===== config.mk =====
export PLATFORM = sky130hd
export DESIGN_NAME = ibal_ram
export DESIGN_NICKNAME = d
export VERILOG_FILES = /design/src/rtl/core/ibal_ram.sv
export SDC_FILE = /design/constraint.sdc
export NUM_CORES = 1
export LEC_CHECK = 0
export BUFFER_PORTS_ARGS = -buffer_cell sky130_fd_sc_hd__buf_2
export CORE_AREA = 2 2 242 244
export CTS_CLUSTER_DIAMETER = 60
export CTS_CLUSTER_SIZE = 40
export DETAILED_ROUTE_END_ITERATION = 6
export DIE_AREA = 0 0 244 246
export PLACE_DENSITY_LB_ADDON = 0.12
export REMOVE_ABC_BUFFERS = 1
export SLEW_MARGIN = 0
export SYNTH_ARGS = -nofsm -noshare
export SYNTH_HDL_FRONTEND = slang
export SYNTH_SLANG_ARGS = --single-unit

===== constraint.sdc =====
create_clock -name clk -period 12.9 [get_ports clk]
set_clock_uncertainty 0.2 [all_clocks]
set_input_delay 2.58 -clock clk [delete_from_list [all_inputs] [get_ports clk]]
set_output_delay 2.58 -clock clk [all_outputs]
set_load 0.02 [all_outputs]

===== src/rtl/core/ibal_ram.sv =====
`default_nettype none
module ibal_ram #(
	parameter int WIDTH = 32,
	parameter int DEPTH = 16,
	localparam int AW = (DEPTH > 1) ? $clog2(DEPTH) : 1
) (
	input  wire logic             clk,
	input  wire logic             we,
	input  wire logic [AW-1:0]    waddr,
	input  wire logic [WIDTH-1:0] wdata,
	input  wire logic [AW-1:0]    raddr,
	output logic      [WIDTH-1:0] rdata
);

	logic [WIDTH-1:0] mem [DEPTH];

	always_ff @(posedge clk) begin
		if (we) begin
			mem[waddr] <= wdata;
		end
		rdata <= mem[raddr];
	end

endmodule
`default_nettype wire


==> out/metrics.csv, run 1 <==
stage,metric,value,unit
run_status,status,finished clean,
final_layout,fillers,5072,
floorplanning,core,0.05737,mm2
timing,final_max_slew_viol_count,0,
final_layout,drive_gt1_share,32.85,%
clock_network,cts_tree,yes,
logic_synthesis,synth_top_area_cell,edfxtp_1,
placed_design,place.gp.congestion,0.6477,
timing,fin_crit,5.446,ns
placed_design,pre_cts_ws,6.702,ns
timing,worst_pin_slew,1.028,ns
floorplanning,die-area,0.06002,mm2
final_layout,antenna_cells,0,
logic_synthesis,syn_area_per_cell,23.69,um2
logic_synthesis,synth_cell_types,18,
detailed_routing,drc,0,
logic_synthesis,yosysWarnings,0,
clock_network,post-cts-setup-buffers,0,
timing,timing.fmax,183.6,MHz
job,timing.max_cap.violations,0,
power,cellPowerDensity,154.7,mW/mm2
clock_network,clock_path_buffers,3,
floorplanning,io_pins,74,
global_routing,grt_pass1_wl,66960,um
setup_path,critPathArrivalTime,5.71,ns
global_routing,antenna_found_initial,4,
timing,fin_crit_sh,42.22,%
final_layout,regArea,0.01602,mm2
detailed_routing,wl,46620,um
floorplanning,die_y,246,um
logic_synthesis,synthesis.area,0.01985,mm2
power,peakVddDrop,0.07491,mV
clock_network,cts.sinks,544,
global_routing,grt-ovfl-total,0,
power,power.leakage,7.126,nW
global_routing,grt_max_degree,77,
detailed_routing,vias,8823,
timing,fin_setup_tns,0,ns
setup_path,crit_type,primary input to flip-flop,
setup_path,crit_path_start_kind,primary input,
clock_network,clkSlewWorstSetupHoldPaths,0.08,ns
detailed_routing,first_iter_violations,746,
setup_path,crit_path_end_kind,flip-flop,
timing,layout_setup_ws,7.454,ns
logic_synthesis,yosys.area.top_type_share,77.44,%
timing,slew_headroom,31.44,%
clock_network,cts_buffers,40,
final_layout,multiInputGateArea,0.003750,mm2
timing,rsz0062_at_grt,false,
min_path,hp-class,flip-flop to flip-flop,
timing,setup_viol,0,
floorplanning,rows,88,
floorplanning,die_w,244,um
detailed_routing,via_per_inst,5.100,
detailed_routing,dr.pass1.iters,7,
detailed_routing,wl_per_cell,26.95,um
timing,hold_violations,0,
clock_network,clk_latency,0.59,ns
detailed_routing,ant_nets,0,
global_routing,grt_pass1_vias,9242,
clock_network,cts_root_buf,clkbuf_16,
clock_network,cts_resized,0,
clock_network,htreeDepth,2,
final_layout,syn_to_final_growth,14.25,%
logic_synthesis,ys_seq_area_share,80.67,%
logic_synthesis,netlist_top_cells_area,"edfxtp_1 77%, mux4_2 15%, dfxtp_1 3.2%",
placed_design,hpwl,21030,um
floorplanning,initial_utilization,34.61,%
placed_design,io_buffers,73,
global_routing,grt_usage,15.79,%
logic_synthesis,synth_cells,838,
final_layout,fin_nets,975,
setup_path,crit_fanout,48,
clock_network,holdBufCountCts,0,
logic_synthesis,ys_seq_elements,544,
setup_path,cp_data_required_time,13.16,ns
-- where the power goes --
part / internal (mW) / total [mW] / switching (mW) / leakage, nW
sequential: 1.97 / 1.99 / 0.0124 / 4.89
clock: 0.672 / 1.34 / 0.668 / 0.678
combinational: 0.0696 / 0.184 / 0.114 / 1.55
total: 2.71 / 3.51 / 0.795 / 7.13
-- worst paths after layout --
| check | start | end | slack [ns] | cells past startpoint |
|---|---|---|---|---|
| worst max register to register | mem[9][29] | rdata[29] | 11.36 | 3 |
| worst max-delay path | raddr[0] | rdata[25] | 7.45 | 6 |
| worst min-delay path | mem[6][15] | rdata[15] | 0.47 | 3 |
| worst min register to register | mem[6][15] | rdata[15] | 0.47 | 3 |
-- cell families (layout without fill, tap and decap cells) --
family	count (synthesis)	in the layout	synth area share [%]
buffers and inverters	43	170	1.122
AO/OA/AOI/OAI	64	64	2.420
multiplexers	128	128	14.52
flip-flops	544	544	80.67
AND/OR/NAND/NOR	59	59	1.273
-- layer usage --
layer | GRT usage [%] | share of wire [%] | vias up
met5 | 0 | 0.12 | -
li1 | - | - | 3754
met4 | 3.246 | 1.5 | 8
met2 | 25.59 | 48 | 170
met1 | 22.31 | 45 | 4841
met3 | 3.039 | 4.6 | 50
-- synthesized netlist by cell type --
master,n
and2_1,1
buf_1,9
nand2b_1,2
buf_4,11
nor2b_1,2
clkbuf_1,17
buf_6,2
buf_2,4
or3b_2,1
nand3_1,1
nor3_1,4
nor2_1,13
nand3b_1,2
mux4_2,128
a22oi_1,64
edfxtp_1,512
nand2_1,33
dfxtp_1,32
-- layout make-up --
| type | count | area share (%) |
|---|---|---|
| multi-input cells | 251 | 16.53 |
| well taps | 765 | 4.220 |
| clock inverters | 29 | 1.522 |
| repair buffers | 96 | 2.444 |
| clock buffers | 45 | 4.678 |
| flip-flops and latches | 544 | 70.61 |
-- registers in the layout, summed over array words and instances (netlist names) --
register and count:
mem 512, rdata 32
-- worst max-delay path: stages --
cell and delay (ns):
buf_8 0.34, buf_4 0.88, buf_4 0.88, mux4_2 0.60, a22oi_1 0.22, nand2_1 0.07
-- cells in the final DEF, fill, tap and decap left out --
cell,count
nand3_1,1
inv_16,1
clkbuf_16,41
nand2_1,33
clkinv_2,2
clkbuf_8,2
inv_12,1
nor2_4,13
dfxtp_1,32
mux4_2,128
buf_8,1
buf_6,1
nand2b_1,2
and2_2,1
clkbuf_1,2
inv_6,8
clkinv_4,2
nor2b_4,2
nand3b_1,2
buf_2,71
clkinv_8,4
inv_8,5
or3b_2,1
buf_4,23
a22oi_1,64
bufinv_16,2
clkinvlp_4,4
edfxtp_1,512
nor3_2,4
-- metrics by stage --
stage / total power [mW] / instances / util, % / instance area (um2) / hold slack, ns
floorplan: 2.113 / 795 / - / 19630 / 0.4349
global placement: 2.214 / 1656 / 37.09 / 21280 / 0.4535
detailed placement: 2.216 / 1656 / 37.09 / 21280 / 0.4587
CTS: 3.560 / 1730 / 39.54 / 22680 / 0.4613
global route: 3.635 / 1730 / 39.54 / 22680 / 0.4932
finish: 3.509 / 1730 / 39.54 / 22680 / 0.4685
Note: power is estimated with default switching activity, not from simulation.
==> run 2: changes to the inputs <==
Clock period 12.9 ns to 4.8 ns, I/O delays scaled along.
==> out/metrics.csv, run 2 (same netlist as run 1, synthesis figures left out) <==
stage,metric,value,unit,change
timing,fin_setup_tns,0,ns,unchanged
global_routing,busiest_layer,met2,,
clock_network,post-cts-setup-buffers,0,,unchanged
floorplanning,die_y,246,um,unchanged
global_routing,grt_pass1_vias,9291,,+0.53%
final_layout,syn_to_final_growth,14.31,%,about the same
power,power.switching,2.094,mW,+160%
timing,final_max_slew_viol_count,0,,unchanged
timing,rsz0062_at_grt,false,,
global_routing,grt_pass1_wl,64840,um,-3.2%
timing,timing.hold.ws,0.4689,ns,+0.0004550 ns
timing,worst_pin_slew,1.021,ns,-0.007110 ns
global_routing,grt_usage,14.92,%,-0.86 points
power,netSwitchingFraction,22.50,%,-0.15 points
setup_path,crit_end,mem[5][10],,
timing,timing.fmax,374.3,MHz,
timing,slew_headroom,31.75,%,+0.31 points
floorplanning,die_w,244,um,unchanged
detailed_routing,via_per_inst,5.037,,-1.2%
timing,fin_crit,2.672,ns,
timing,setup_viol,0,,unchanged
setup_path,critical_path.startpoint,waddr[3],,
power,intPower,7.211,mW,+170%
min_path,hp-class,flip-flop to flip-flop,,
clock_network,cts_tree,yes,,
timing,hold_violations,0,,unchanged
final_layout,drive_gt1_share,32.61,%,-0.24 points
placed_design,pre_cts_ws,1.470,ns,-5.232 ns
global_routing,antenna_found_initial,1,,-3
placed_design,io_buffers,73,,unchanged
job,timing.max_cap.violations,0,,unchanged
timing,fin_crit_sh,55.66,%,
setup_path,timing.rr.start,mem[10][18],,
final_layout,fin_nets,978,,+0.31%
detailed_routing,dr.pass1.iters,6,,-1
setup_path,worstPathCellList,buf_2 -> nand3b_1 -> nor2_4 -> buf_4,,
power,peakVddDrop,0.2565,mV,+240%
clock_network,clk_latency,0.58,ns,about the same
clock_network,htreeDepth,2,,unchanged
final_layout,largestRegisters,"mem (512), rdata (32)",,
final_layout,final_common_cell,edfxtp_1,,
final_layout,largest_reg_flops,512,,unchanged
setup_path,critPathArrivalTime,2.70,ns,-3.01 ns
detailed_routing,wl_per_cell,25.38,um,-5.8%
power,power.leakage,7.131,nW,about the same
setup_path,rrSetupSlack,3.18,ns,-8.18 ns
global_routing,grt-ovfl-total,0,,unchanged
setup_path,r2r_end,rdata[18],,
timing,layout_setup_ws,2.128,ns,-5.325 ns
power,clkPwrFrac,37.2,%,-1.0 points
global_routing,use_met3,2.092,%,-0.95 points
floorplanning,initial_utilization,34.61,%,unchanged
detailed_routing,wl,43930,um,-5.8%
detailed_routing,first_iter_violations,615,,-18%
clock_network,cts.sinks,544,,unchanged
power,seq_power_share,57.3,%,+0.7 points
setup_path,worst-r2r-cell-count,3,,unchanged
setup_path,crit_path_max_incr_delay,0.69,ns,-0.19 ns
setup_path,crit_type,primary input to flip-flop,,
final_layout,antenna_cells,0,,unchanged
run_status,status,finished clean,,
setup_path,crit_fanout,18,,-63%
clock_network,cts_root_buf,clkbuf_16,,
final_layout,fillers,5067,,-0.099%
detailed_routing,drc,0,,unchanged
setup_path,crit_path_end_kind,flip-flop,,
clock_network,clkSlewWorstSetupHoldPaths,0.09,ns,about the same
placed_design,hpwl,23960,um,+14%
clock_network,holdBufCountCts,0,,unchanged
setup_path,cp_data_required_time,4.83,ns,-8.33 ns
final_layout,top_register,mem,,
clock_network,clock_path_buffers,3,,unchanged
detailed_routing,vias,8719,,-1.2%
power,cellPowerDensity,410.0,mW/mm2,+170%
setup_path,crit_slowest_cell,nor2_4,,
placed_design,placed_area,0.02135,mm2,+0.35%
setup_path,crit_path_start_kind,primary input,,
detailed_routing,ant_nets,0,,unchanged
global_routing,grt_max_degree,59,,-23%
global_routing,use_met1,21.54,%,-0.77 points
power,combPwrFrac,5.4,%,+0.2 points
clock_network,cts_resized,0,,unchanged
floorplanning,core,0.05737,mm2,unchanged
floorplanning,io_pins,74,,unchanged
clock_network,cts_buffers,38,,-5.0%
placed_design,place.gp.congestion,0.6901,,+6.5%
floorplanning,rows,88,,unchanged
final_layout,stdcell_area,0.02269,mm2,about the same
global_routing,grtUsageMet2,23.71,%,-1.9 points
final_layout,final_cell_mix,"512 x edfxtp_1, 128 x mux4_2, 71 x buf_2",,
floorplanning,die-area,0.06002,mm2,unchanged
final_layout,post-route-util,39.56,%,about the same
-- run 2: changes by cell type in the layout (fill, tap and decap cells not counted), moves of 2 or more --
cell / previous run / this run
inv_6: 8 / 4
buf_12: 0 / 3
clkinv_8: 4 / 7
buf_4: 23 / 25
clkbuf_1: 2 / 4
clkinv_4: 2 / 4
clkinvlp_4: 4 / 2
inv_8: 5 / 3
-- run 2: worst min path at each step --
stage	start	endpoint	slack [ns]	depth (start not counted)
final	mem[12][6]	rdata[6]	0.47	3
after CTS	mem[15][14]	rdata[14]	0.47	3
after global routing	mem[15][6]	rdata[6]	0.49	3
after floorplan	mem[14][0]	rdata[0]	0.43	3
after detailed placement	mem[12][12]	rdata[12]	0.46	3
after global placement	mem[15][12]	rdata[12]	0.45	3
-- run 2: layout make-up --
type / instances / area [um2] / area share (%)
multi-input cells: 251 / 3750 / 16.52
clock inverters: 24 / 287.8 / 1.268
flip-flops and latches: 544 / 16020 / 70.57
repair buffers: 101 / 629.4 / 2.773
well taps: 765 / 957.2 / 4.218
clock buffers: 46 / 1055 / 4.648
-- run 2: metal layers --
layer | up-vias | wire length (um)
li1 | 3761 | -
met1 | 4763 | 20860
met2 | 142 | 20750
met3 | 51 | 1402
met4 | 2 | 902
met5 | - | 7
-- run 2: power by group through the flow --
stage | Sequential (mW) | Clock, mW | Combinational, mW
global placement | 5.45 | 0 | 0.521
global route | 5.35 | 3.74 | 0.552
finish | 5.33 | 3.46 | 0.505
detailed placement | 5.45 | 0 | 0.522
CTS | 5.34 | 3.59 | 0.523
floorplan | 5.47 | 0 | 0.204
-- run 2: critical path, delay by kind of cell --
kind                   cells  cell delay, ns
AND/OR/NAND/NOR            2            1.09
buffers and inverters      2            0.62
-- run 2: through the flow --
stage	cells	power, mW
floorplan	795	5.679
global placement	1661	5.967
detailed placement	1661	5.968
CTS	1731	9.449
global route	1731	9.635
finish	1731	9.304
