$ cat src/rtl/core/ibal_pkg.sv
`default_nettype none
package ibal_pkg;

	localparam int OUT_PTRS = 5;

	localparam logic [1:0] ST_OK        = 2'd0;
	localparam logic [1:0] ST_NO_SPACE  = 2'd1;
	localparam logic [1:0] ST_NOT_ALLOC = 2'd2;

	localparam logic CMD_ALLOC = 1'b0;
	localparam logic CMD_FREE  = 1'b1;

	typedef enum logic [3:0] {
		S_CLR,
		S_IDLE,
		S_A_RD,
		S_A_LD,
		S_A_PK,
		S_F_RD,
		S_F_CHK,
		S_C_RD,
		S_C_WR,
		S_P_WR,
		S_RESP
	} state_t;

	typedef struct packed {
		logic       cmd;
		logic [2:0] block_count;
		logic [8:0] index_block;
	} req_t;

	typedef struct packed {
		logic [1:0]                status;
		logic [8:0]                given_index;
		logic [OUT_PTRS-1:0][8:0]  data_block;
	} res_t;

endpackage
`default_nettype wire

$ cat src/rtl/core/ibal_ctrl.sv
`default_nettype none
module ibal_ctrl import ibal_pkg::*; #(
	parameter int NUM_BLOCKS = 512,
	parameter int PTRS_PER_INDEX = 5,
	localparam int WW = (NUM_BLOCKS >= 32) ? 32 : 8,
	localparam int LW = $clog2(WW),
	localparam int NW = (NUM_BLOCKS + WW - 1) / WW,
	localparam int WA = (NW > 1) ? $clog2(NW) : 1,
	localparam int BW = $clog2(NUM_BLOCKS),
	localparam int RW = PTRS_PER_INDEX * BW
) (
	input  wire logic          clk,
	input  wire logic          arst_n,
	input  wire logic          req_valid,
	input  wire req_t          req,
	output logic               req_ready,
	output logic               res_valid,
	output res_t               res,
	input  wire logic          res_take,
	output logic [WA-1:0]      bm_raddr,
	input  wire logic [WW-1:0] bm_rdata,
	output logic               bm_we,
	output logic [WA-1:0]      bm_waddr,
	output logic [WW-1:0]      bm_wdata,
	output logic [BW-1:0]      pt_raddr,
	input  wire logic [RW-1:0] pt_rdata,
	output logic               pt_we,
	output logic [BW-1:0]      pt_waddr,
	output logic [RW-1:0]      pt_wdata
);

	localparam int PW = WA + LW;
	localparam int KW = $clog2(PTRS_PER_INDEX + 1);
	localparam int FW = $clog2(PTRS_PER_INDEX + 2);
	localparam int NR = (PTRS_PER_INDEX < OUT_PTRS) ? PTRS_PER_INDEX : OUT_PTRS;

	state_t st_q, st_d;

	logic [BW-1:0]       c_q;
	logic                cmd_q;
	logic [2:0]          want_q;
	logic [8:0]          idx_q;
	logic [WA-1:0]       w_q;
	logic [WW-1:0]       free_q;
	logic [FW-1:0]       found_q;
	logic [PW-1:0]       pick_q [PTRS_PER_INDEX+1];
	logic [PTRS_PER_INDEX:0] sv_q;
	logic [KW-1:0]       k_q;
	logic                clear_q;
	logic [1:0]          status_q;

	logic [2:0]          want_c;
	logic [FW-1:0]       need_c;
	logic [LW-1:0]       lo_c;
	logic [WW-1:0]       rng_c;
	logic [PW-1:0]       idx_pw;
	logic                idx_ok;
	logic [PTRS_PER_INDEX:0] fsv_c;
	logic [PW-1:0]       fpk_c [PTRS_PER_INDEX+1];
	logic [PW-1:0]       cur_c;
	logic                k_last;
	logic                w_last;
	logic                c_last;
	logic                pick_done;

	assign want_c  = (int'(req.block_count) > PTRS_PER_INDEX) ?
		3'(PTRS_PER_INDEX) : req.block_count;
	assign need_c  = FW'(want_q) + FW'(1);
	assign idx_pw  = PW'(idx_q);
	assign idx_ok  = int'(idx_q) < NUM_BLOCKS;
	assign cur_c   = pick_q[k_q];
	assign k_last  = k_q == KW'(PTRS_PER_INDEX);
	assign w_last  = w_q == WA'(NW - 1);
	assign c_last  = c_q == BW'(NUM_BLOCKS - 1);
	assign pick_done = found_q == need_c;

	always_comb begin
		lo_c = '0;
		for (int i = WW - 1; i >= 0; i--) begin
			if (free_q[i]) begin
				lo_c = LW'(i);
			end
		end
	end

	always_comb begin
		for (int b = 0; b < WW; b++) begin
			rng_c[b] = int'({w_q, LW'(b)}) < NUM_BLOCKS;
		end
	end

	always_comb begin
		logic alive;
		logic [BW-1:0] p;
		alive = 1'b1;
		fsv_c[0] = 1'b1;
		fpk_c[0] = idx_pw;
		for (int j = 0; j < PTRS_PER_INDEX; j++) begin
			p = pt_rdata[j*BW +: BW];
			if (p == '0) begin
				alive = 1'b0;
			end
			fsv_c[j+1] = alive && (int'(p) < NUM_BLOCKS);
			fpk_c[j+1] = PW'(p);
		end
	end

	always_comb begin
		st_d = st_q;
		unique case (st_q)
			S_CLR:   if (c_last) st_d = S_IDLE;
			S_IDLE:  if (req_valid) st_d = (req.cmd == CMD_ALLOC) ? S_A_RD : S_F_RD;
			S_A_RD:  st_d = S_A_LD;
			S_A_LD:  st_d = S_A_PK;
			S_A_PK: begin
				if (pick_done) begin
					st_d = S_C_RD;
				end else if (free_q == '0) begin
					st_d = w_last ? S_RESP : S_A_LD;
				end
			end
			S_F_RD:  st_d = S_F_CHK;
			S_F_CHK: st_d = (idx_ok && bm_rdata[idx_pw[LW-1:0]]) ? S_C_RD : S_RESP;
			S_C_RD: begin
				if (sv_q[k_q]) begin
					st_d = S_C_WR;
				end else if (k_last) begin
					st_d = S_P_WR;
				end
			end
			S_C_WR:  st_d = k_last ? S_P_WR : S_C_RD;
			S_P_WR:  st_d = S_RESP;
			S_RESP:  if (res_take) st_d = S_IDLE;
			default: st_d = S_CLR;
		endcase
	end

	always_comb begin
		req_ready = 1'b0;
		res_valid = 1'b0;
		bm_raddr  = w_q;
		bm_we     = 1'b0;
		bm_waddr  = cur_c[PW-1:LW];
		bm_wdata  = bm_rdata;
		pt_raddr  = BW'(idx_q);
		pt_we     = 1'b0;
		pt_waddr  = BW'(pick_q[0]);
		pt_wdata  = '0;
		unique case (st_q)
			S_CLR: begin
				bm_we    = int'(c_q) < NW;
				bm_waddr = WA'(c_q);
				bm_wdata = '0;
				pt_we    = 1'b1;
				pt_waddr = c_q;
			end
			S_IDLE:  req_ready = 1'b1;
			S_A_PK:  bm_raddr = WA'(w_q + WA'(1));
			S_F_RD:  bm_raddr = idx_pw[PW-1:LW];
			S_C_RD:  bm_raddr = cur_c[PW-1:LW];
			S_C_WR: begin
				bm_we = 1'b1;
				if (clear_q) begin
					bm_wdata = bm_rdata & ~(WW'(1) << cur_c[LW-1:0]);
				end else begin
					bm_wdata = bm_rdata | (WW'(1) << cur_c[LW-1:0]);
				end
			end
			S_P_WR: begin
				pt_we = 1'b1;
				for (int j = 0; j < PTRS_PER_INDEX; j++) begin
					if (!clear_q && sv_q[j+1]) begin
						pt_wdata[j*BW +: BW] = BW'(pick_q[j+1]);
					end
				end
			end
			S_RESP:  res_valid = 1'b1;
			default: ;
		endcase
	end

	always_comb begin
		logic ok;
		ok = (status_q == ST_OK) && (cmd_q == CMD_ALLOC);
		res.status      = status_q;
		res.given_index = ok ? 9'(pick_q[0]) : '0;
		res.data_block  = '0;
		for (int j = 0; j < NR; j++) begin
			if (ok && sv_q[j+1]) begin
				res.data_block[j] = 9'(pick_q[j+1]);
			end
		end
	end

	always_ff @(posedge clk or negedge arst_n) begin
		if (!arst_n) begin
			st_q <= S_CLR;
			c_q  <= '0;
		end else begin
			st_q <= st_d;
			if (st_q == S_CLR) begin
				c_q <= BW'(c_q + BW'(1));
			end
		end
	end

	always_ff @(posedge clk) begin
		case (st_q)
			S_IDLE: begin
				cmd_q    <= req.cmd;
				want_q   <= want_c;
				idx_q    <= req.index_block;
				w_q      <= '0;
				found_q  <= '0;
				k_q      <= '0;
				sv_q     <= '0;
				status_q <= ST_OK;
			end
			S_A_LD: free_q <= ~bm_rdata & rng_c;
			S_A_PK: begin
				if (pick_done) begin
					clear_q <= 1'b0;
					for (int j = 0; j <= PTRS_PER_INDEX; j++) begin
						sv_q[j] <= j <= int'(want_q);
					end
				end else if (free_q == '0) begin
					if (w_last) begin
						status_q <= ST_NO_SPACE;
					end
					w_q <= WA'(w_q + WA'(1));
				end else begin
					pick_q[found_q[KW-1:0]] <= {w_q, lo_c};
					free_q[lo_c] <= 1'b0;
					found_q <= FW'(found_q + FW'(1));
				end
			end
			S_F_CHK: begin
				clear_q <= 1'b1;
				if (idx_ok && bm_rdata[idx_pw[LW-1:0]]) begin
					sv_q <= fsv_c;
					for (int j = 0; j <= PTRS_PER_INDEX; j++) begin
						pick_q[j] <= fpk_c[j];
					end
				end else begin
					status_q <= ST_NOT_ALLOC;
				end
			end
			S_C_RD: if (!sv_q[k_q] && !k_last) k_q <= KW'(k_q + KW'(1));
			S_C_WR: if (!k_last) k_q <= KW'(k_q + KW'(1));
			default: ;
		endcase
	end

`ifndef SYNTH
	a_wr_after_rd: assert property (@(posedge clk) disable iff (!arst_n)
		st_q == S_C_WR |-> $past(st_q) == S_C_RD)
		else $error("bitmap write without its read");

	a_ok_commit: assert property (@(posedge clk) disable iff (!arst_n)
		(st_q == S_RESP && $past(st_q) != S_RESP && status_q == ST_OK)
		|-> $past(st_q) == S_P_WR)
		else $error("ok result without table write");

	a_clr_full: assert property (@(posedge clk) disable iff (!arst_n)
		($past(st_q) == S_CLR && st_q != S_CLR) |-> $past(c_q) == BW'(NUM_BLOCKS - 1))
		else $error("clearing pass cut short");

	a_req_idle: assert property (@(posedge clk) disable iff (!arst_n)
		(st_q == S_A_RD || st_q == S_F_RD) |-> $past(st_q) == S_IDLE)
		else $error("request started outside idle");
`endif

endmodule
`default_nettype wire

$ cat config.mk
export PLATFORM = sky130hd
export DESIGN_NAME = ibal_ctrl
export DESIGN_NICKNAME = d
export VERILOG_FILES = /design/src/rtl/core/ibal_pkg.sv /design/src/rtl/core/ibal_ctrl.sv
export SDC_FILE = /design/constraint.sdc
export NUM_CORES = 1
export LEC_CHECK = 0
export BUFFER_PORTS_ARGS = -buffer_cell sky130_fd_sc_hd__buf_2
export CAP_MARGIN = 20
export CELL_PAD_IN_SITES_DETAIL_PLACEMENT = 0
export CELL_PAD_IN_SITES_GLOBAL_PLACEMENT = 2
export CORE_MARGIN = 2
export CORE_UTILIZATION = 30
export CTS_BUF_LIST = sky130_fd_sc_hd__clkbuf_16
export CTS_CLUSTER_SIZE = 16
export DETAILED_ROUTE_END_ITERATION = 12
export PLACE_DENSITY_LB_ADDON = 0.2
export SLEW_MARGIN = 30
export SYNTH_ARGS = -nofsm -noshare
export SYNTH_HDL_FRONTEND = slang
export SYNTH_SLANG_ARGS = --single-unit
$ cat constraint.sdc
create_clock -name clk -period 2.8 [get_ports clk]
set_clock_uncertainty 0.05 [all_clocks]
set_input_delay 0.14 -clock clk [delete_from_list [all_inputs] [get_ports clk]]
set_output_delay 0.14 -clock clk [all_outputs]
set_load 0.01 [all_outputs]
==> impl_metrics.yaml <==
run_status:
  status: "finished, violations left"
  failed_checks: "negative setup slack"
clock_tree:
  clk_latency_ps: 440
  root_buffer: "clkbuf_16"
  clkTransAtPathRegs_ps: 80
  cts_tree: "done"
  cts_made_buffers: 17
  cts_sinks: 152
  cts-htree-levels: 4
  cts_buffer_depth: 2
worst_setup_path:
  critical_path_class: "flip-flop to output pin"
  r2r-start: "pt_raddr[0]"
  r2r_end: "pick_q[4][2]"
  cp-start-kind: "flip-flop"
  crit_buf_inv: 3
  cp_slowest_stage_delay_ps: 520
  required_ps: 2610
  crit_path_end_kind: "output pin"
  cp_top_family: "multiplexers"
  r2r_cells: 10
  path_max_fanout: 10
  cpMaxStageDelayCell: "mux4_2"
  path_cells: "buf_12, mux4_2, mux2i_2, buf_6, nand2_8, o31a_1, o21ai_2, o31ai_4, buf_2"
  r2r_slack_ps: 70
  critical_path_arrival_ps: 2710
power_and_ir_drop:
  ir_worst_vdd_mv: 0.483
  p_leak_uw: 0.00638
  p_per_area_nw_per_um2: 1040
yosys:
  yosysSeqAreaShare_pct: 44.4
  synthArstFlopShare_pct: 8.55
  synthTopCellsByArea: "edfxtp_1, mux4_2, and3_1"
  synth-edff-count: 136
  synth.cell_area_sq_um: 10100
  yosysTopAreaCellShare_pct: 40.6
  synth.largest_area_cell: "edfxtp_1"
  syn_inst: 990
  synth_nets: 1093
  ys.flop_type: "edfxtp_1"
  ys_ff_latch: 152
  postSynthAreaPerCell_sq_um: 10.2
  ys_warn_count: 0
  ys_types: 77
global_route:
  grt_antenna_before_repair: 2
  grt_start_max_net_pins: 64
  grt_pass1_wl_mm: 63.4
  grt-ovfl-total: 0
  grtUsageTotal_pct: 24.4
  grt_pass1_vias: 9906
timing:
  fmax_ghz: 0.345
  finalSetupTns_ps: -779
  min_period_ps: 2900
  hold_viol_final: 0
  min_period_over_period_pct: 103
  finalSetupViolations: 24
  final-max-slew-violation-count: 0
  tightest_slew_ps: 683
  setup_ws_ps: -95.6
  rsz0062_at_grt: "true"
  slew_headroom_pct: 54.4
place:
  port_buffers: 256
  dp_hpwl_mm: 34.2
  post_dp_cell_area_sq_um: 12600
  place.gp.congestion: 0.873
die:
  die-width_um: 187
  initial_core_util_pct: 30.2
  die_area_sq_um: 35000
  rows: 67
  die_h_um: 187
  ioPinCount: 257
  core-area_sq_um: 33300
hold_path:
  min_from: "pt_rdata[42]"
  hp-class: "primary input to flip-flop"
  holdPathStages: 2
  whs_endpoint: "pick_q[6][6]"
cells_and_area:
  design_area_sq_um: 14400
  syn2layout_area_growth_pct: 42.9
  drive_gt1_share_pct: 42.1
  final_nets: 1485
route:
  dr.first_iter.drc_count: 917
  antenna_left: 0
  drtPass1Iterations: 5
  drc: 0
  wire_per_inst_um: 23.5
  vias_per_cell: 5.39
  num_vias: 9946
  wirelength_mm: 43.3
job:
  drv_cap: 0
synth_stat cells, types with 6 or more instances:
cell and number:
a21o_1 21, a21oi_1 24, a221oi_1 28, a22oi_1 11, a31oi_1 11, a32o_1 15
and2_1 11, and3_1 95, clkbuf_1 49, dfrtp_1 13, edfxtp_1 136, ha_1 9
inv_1 20, mux2_2 29, mux2i_1 9, mux4_2 27, nand2_1 93, nand2b_1 14
nand3_1 21, nor2_1 114, nor2b_1 12, nor3_1 17, nor3b_1 6, nor4_1 18
o211ai_1 18, o21a_1 7, o21ai_0 31, o21ai_1 7, o31a_1 8, o31ai_1 11
or2_2 6, or3_1 6, xnor2_1 7, xor2_1 6
sequential cells by signal, summed over array words and instances, names as in the netlist, named ones only:
signal	count
found_q	3
cmd_q	1
free_q	32
pick_q	72
clear_q	1
c_q	9
w_q	4
pt_raddr	9
sv_q	6
want_q	3
k_q	3
st_q	4
status_q	2
per-stage QoR:
stage / setup slack [ps] / util [%] / hold slack [ps] / instances / total power (uW)
after floorplan: 30.9 / - / -206 / 990 / 8080
after global placement: 58.6 / 38.0 / -0.708 / 1747 / 11500
after detailed placement: 40.5 / 38.0 / 4.34 / 1747 / 11500
after CTS: -84.4 / 42.7 / 2.63 / 1838 / 14800
after global routing: -164 / 43.2 / 22.0 / 1844 / 15800
final: -95.6 / 43.2 / 13.2 / 1844 / 15000
routing by layer:
metal	up-vias	GRT usage, %	routed length, um	part of all wire [%]
li1	4616	-	-	-
met1	4910	31.3	18300	42
met2	346	41.6	21400	49
met3	74	3.77	2220	5.1
met4	0	8.70	1410	3.3
met5	-	0	0	0
final cells by class:
type | instances | area (sq um)
diodes | 1 | 2.50
clock buffers | 17 | 425
clock inverters | 15 | 200
fillers | 3305 | 18900
inverters | 20 | 75.1
multi-input cells | 755 | 5620
flip-flops and latches | 152 | 4470
well taps | 448 | 561
repair buffers | 436 | 3020
worst register-to-register path, stage by stage (launching register included):
cell and delay [ps]:
edfxtp_1 420, buf_12 170, mux4_2 320, mux2i_1 90, and3b_2 250, nor4_4 380
buf_12 160, nand2_2 90, buf_12 190, o31ai_1 120, buf_12 190
worst max path at each step:
stage,from,to,slack [ps],depth (start not counted)
5_1_grt,flip-flop,bm_wdata[17],-160,9
6_report,flip-flop,bm_wdata[4],-100,9
2_1_floorplan,want_q[0],pick_q[0][0],30,7
3_5_place_dp,pt_raddr[0],pick_q[5][1],40,9
3_3_place_gp,pt_raddr[0],pick_q[2][0],60,10
4_1_cts,flip-flop,bm_wdata[4],-80,9
logic make-up after synthesis:
group                    count (synthesis)  synth area share (%)
adder cells (fa/ha/maj)                  9                  1.12
AND/OR/NAND/NOR                        435                  22.0
multiplexers                            68                  10.6
buffers and inverters                   83                  3.59
XOR/XNOR                                14                  1.36
flip-flops                             152                  44.4
AO/OA/AOI/OAI                          229                  16.8
where the power goes:
group	internal, uW	leakage (uW)	total, uW	switching [uW]
logic	3670	0.00461	8450	4780
clock network	1300	0.000305	2430	1130
registers	3410	0.00146	4130	718
timing repair:
| item | in CTS | in global routing |
|---|---|---|
| setup buffers | 15 | 5 |
| gates cloned | 1 | 1 |
| endpoints found under the setup margin | 34 | 113 |
| pin swaps | 30 | 24 |
| gates resized for setup | 94 | 41 |
| endpoints found under the hold margin | 57 | 0 |
| hold buffers | 43 | 0 |
placed cells by master (no fill, tap or decap), types with 7 or more instances in the layout:
cell	n
nor4_1	17
and2_1	11
nand3_1	21
mux2_2	29
nor2_4	11
o31a_1	8
mux4_2	27
a21o_1	21
nand2_1	81
o21ai_2	8
o21ai_0	19
ha_1	9
o21ai_1	11
nor2_1	94
buf_12	15
buf_4	115
nand2_2	13
inv_1	17
xnor2_1	7
o211ai_1	18
dlygate4sd3_1	43
mux2i_1	8
nor2_2	9
dfrtp_1	13
o31ai_1	7
nor2b_1	11
buf_2	246
a32o_1	8
a31oi_1	10
a221oi_1	28
a32o_2	7
edfxtp_1	136
nand2b_1	12
and3_1	95
a21oi_1	23
buf_6	17
clkbuf_16	17
nor3_1	13
Power figures use the tool's default switching activity.
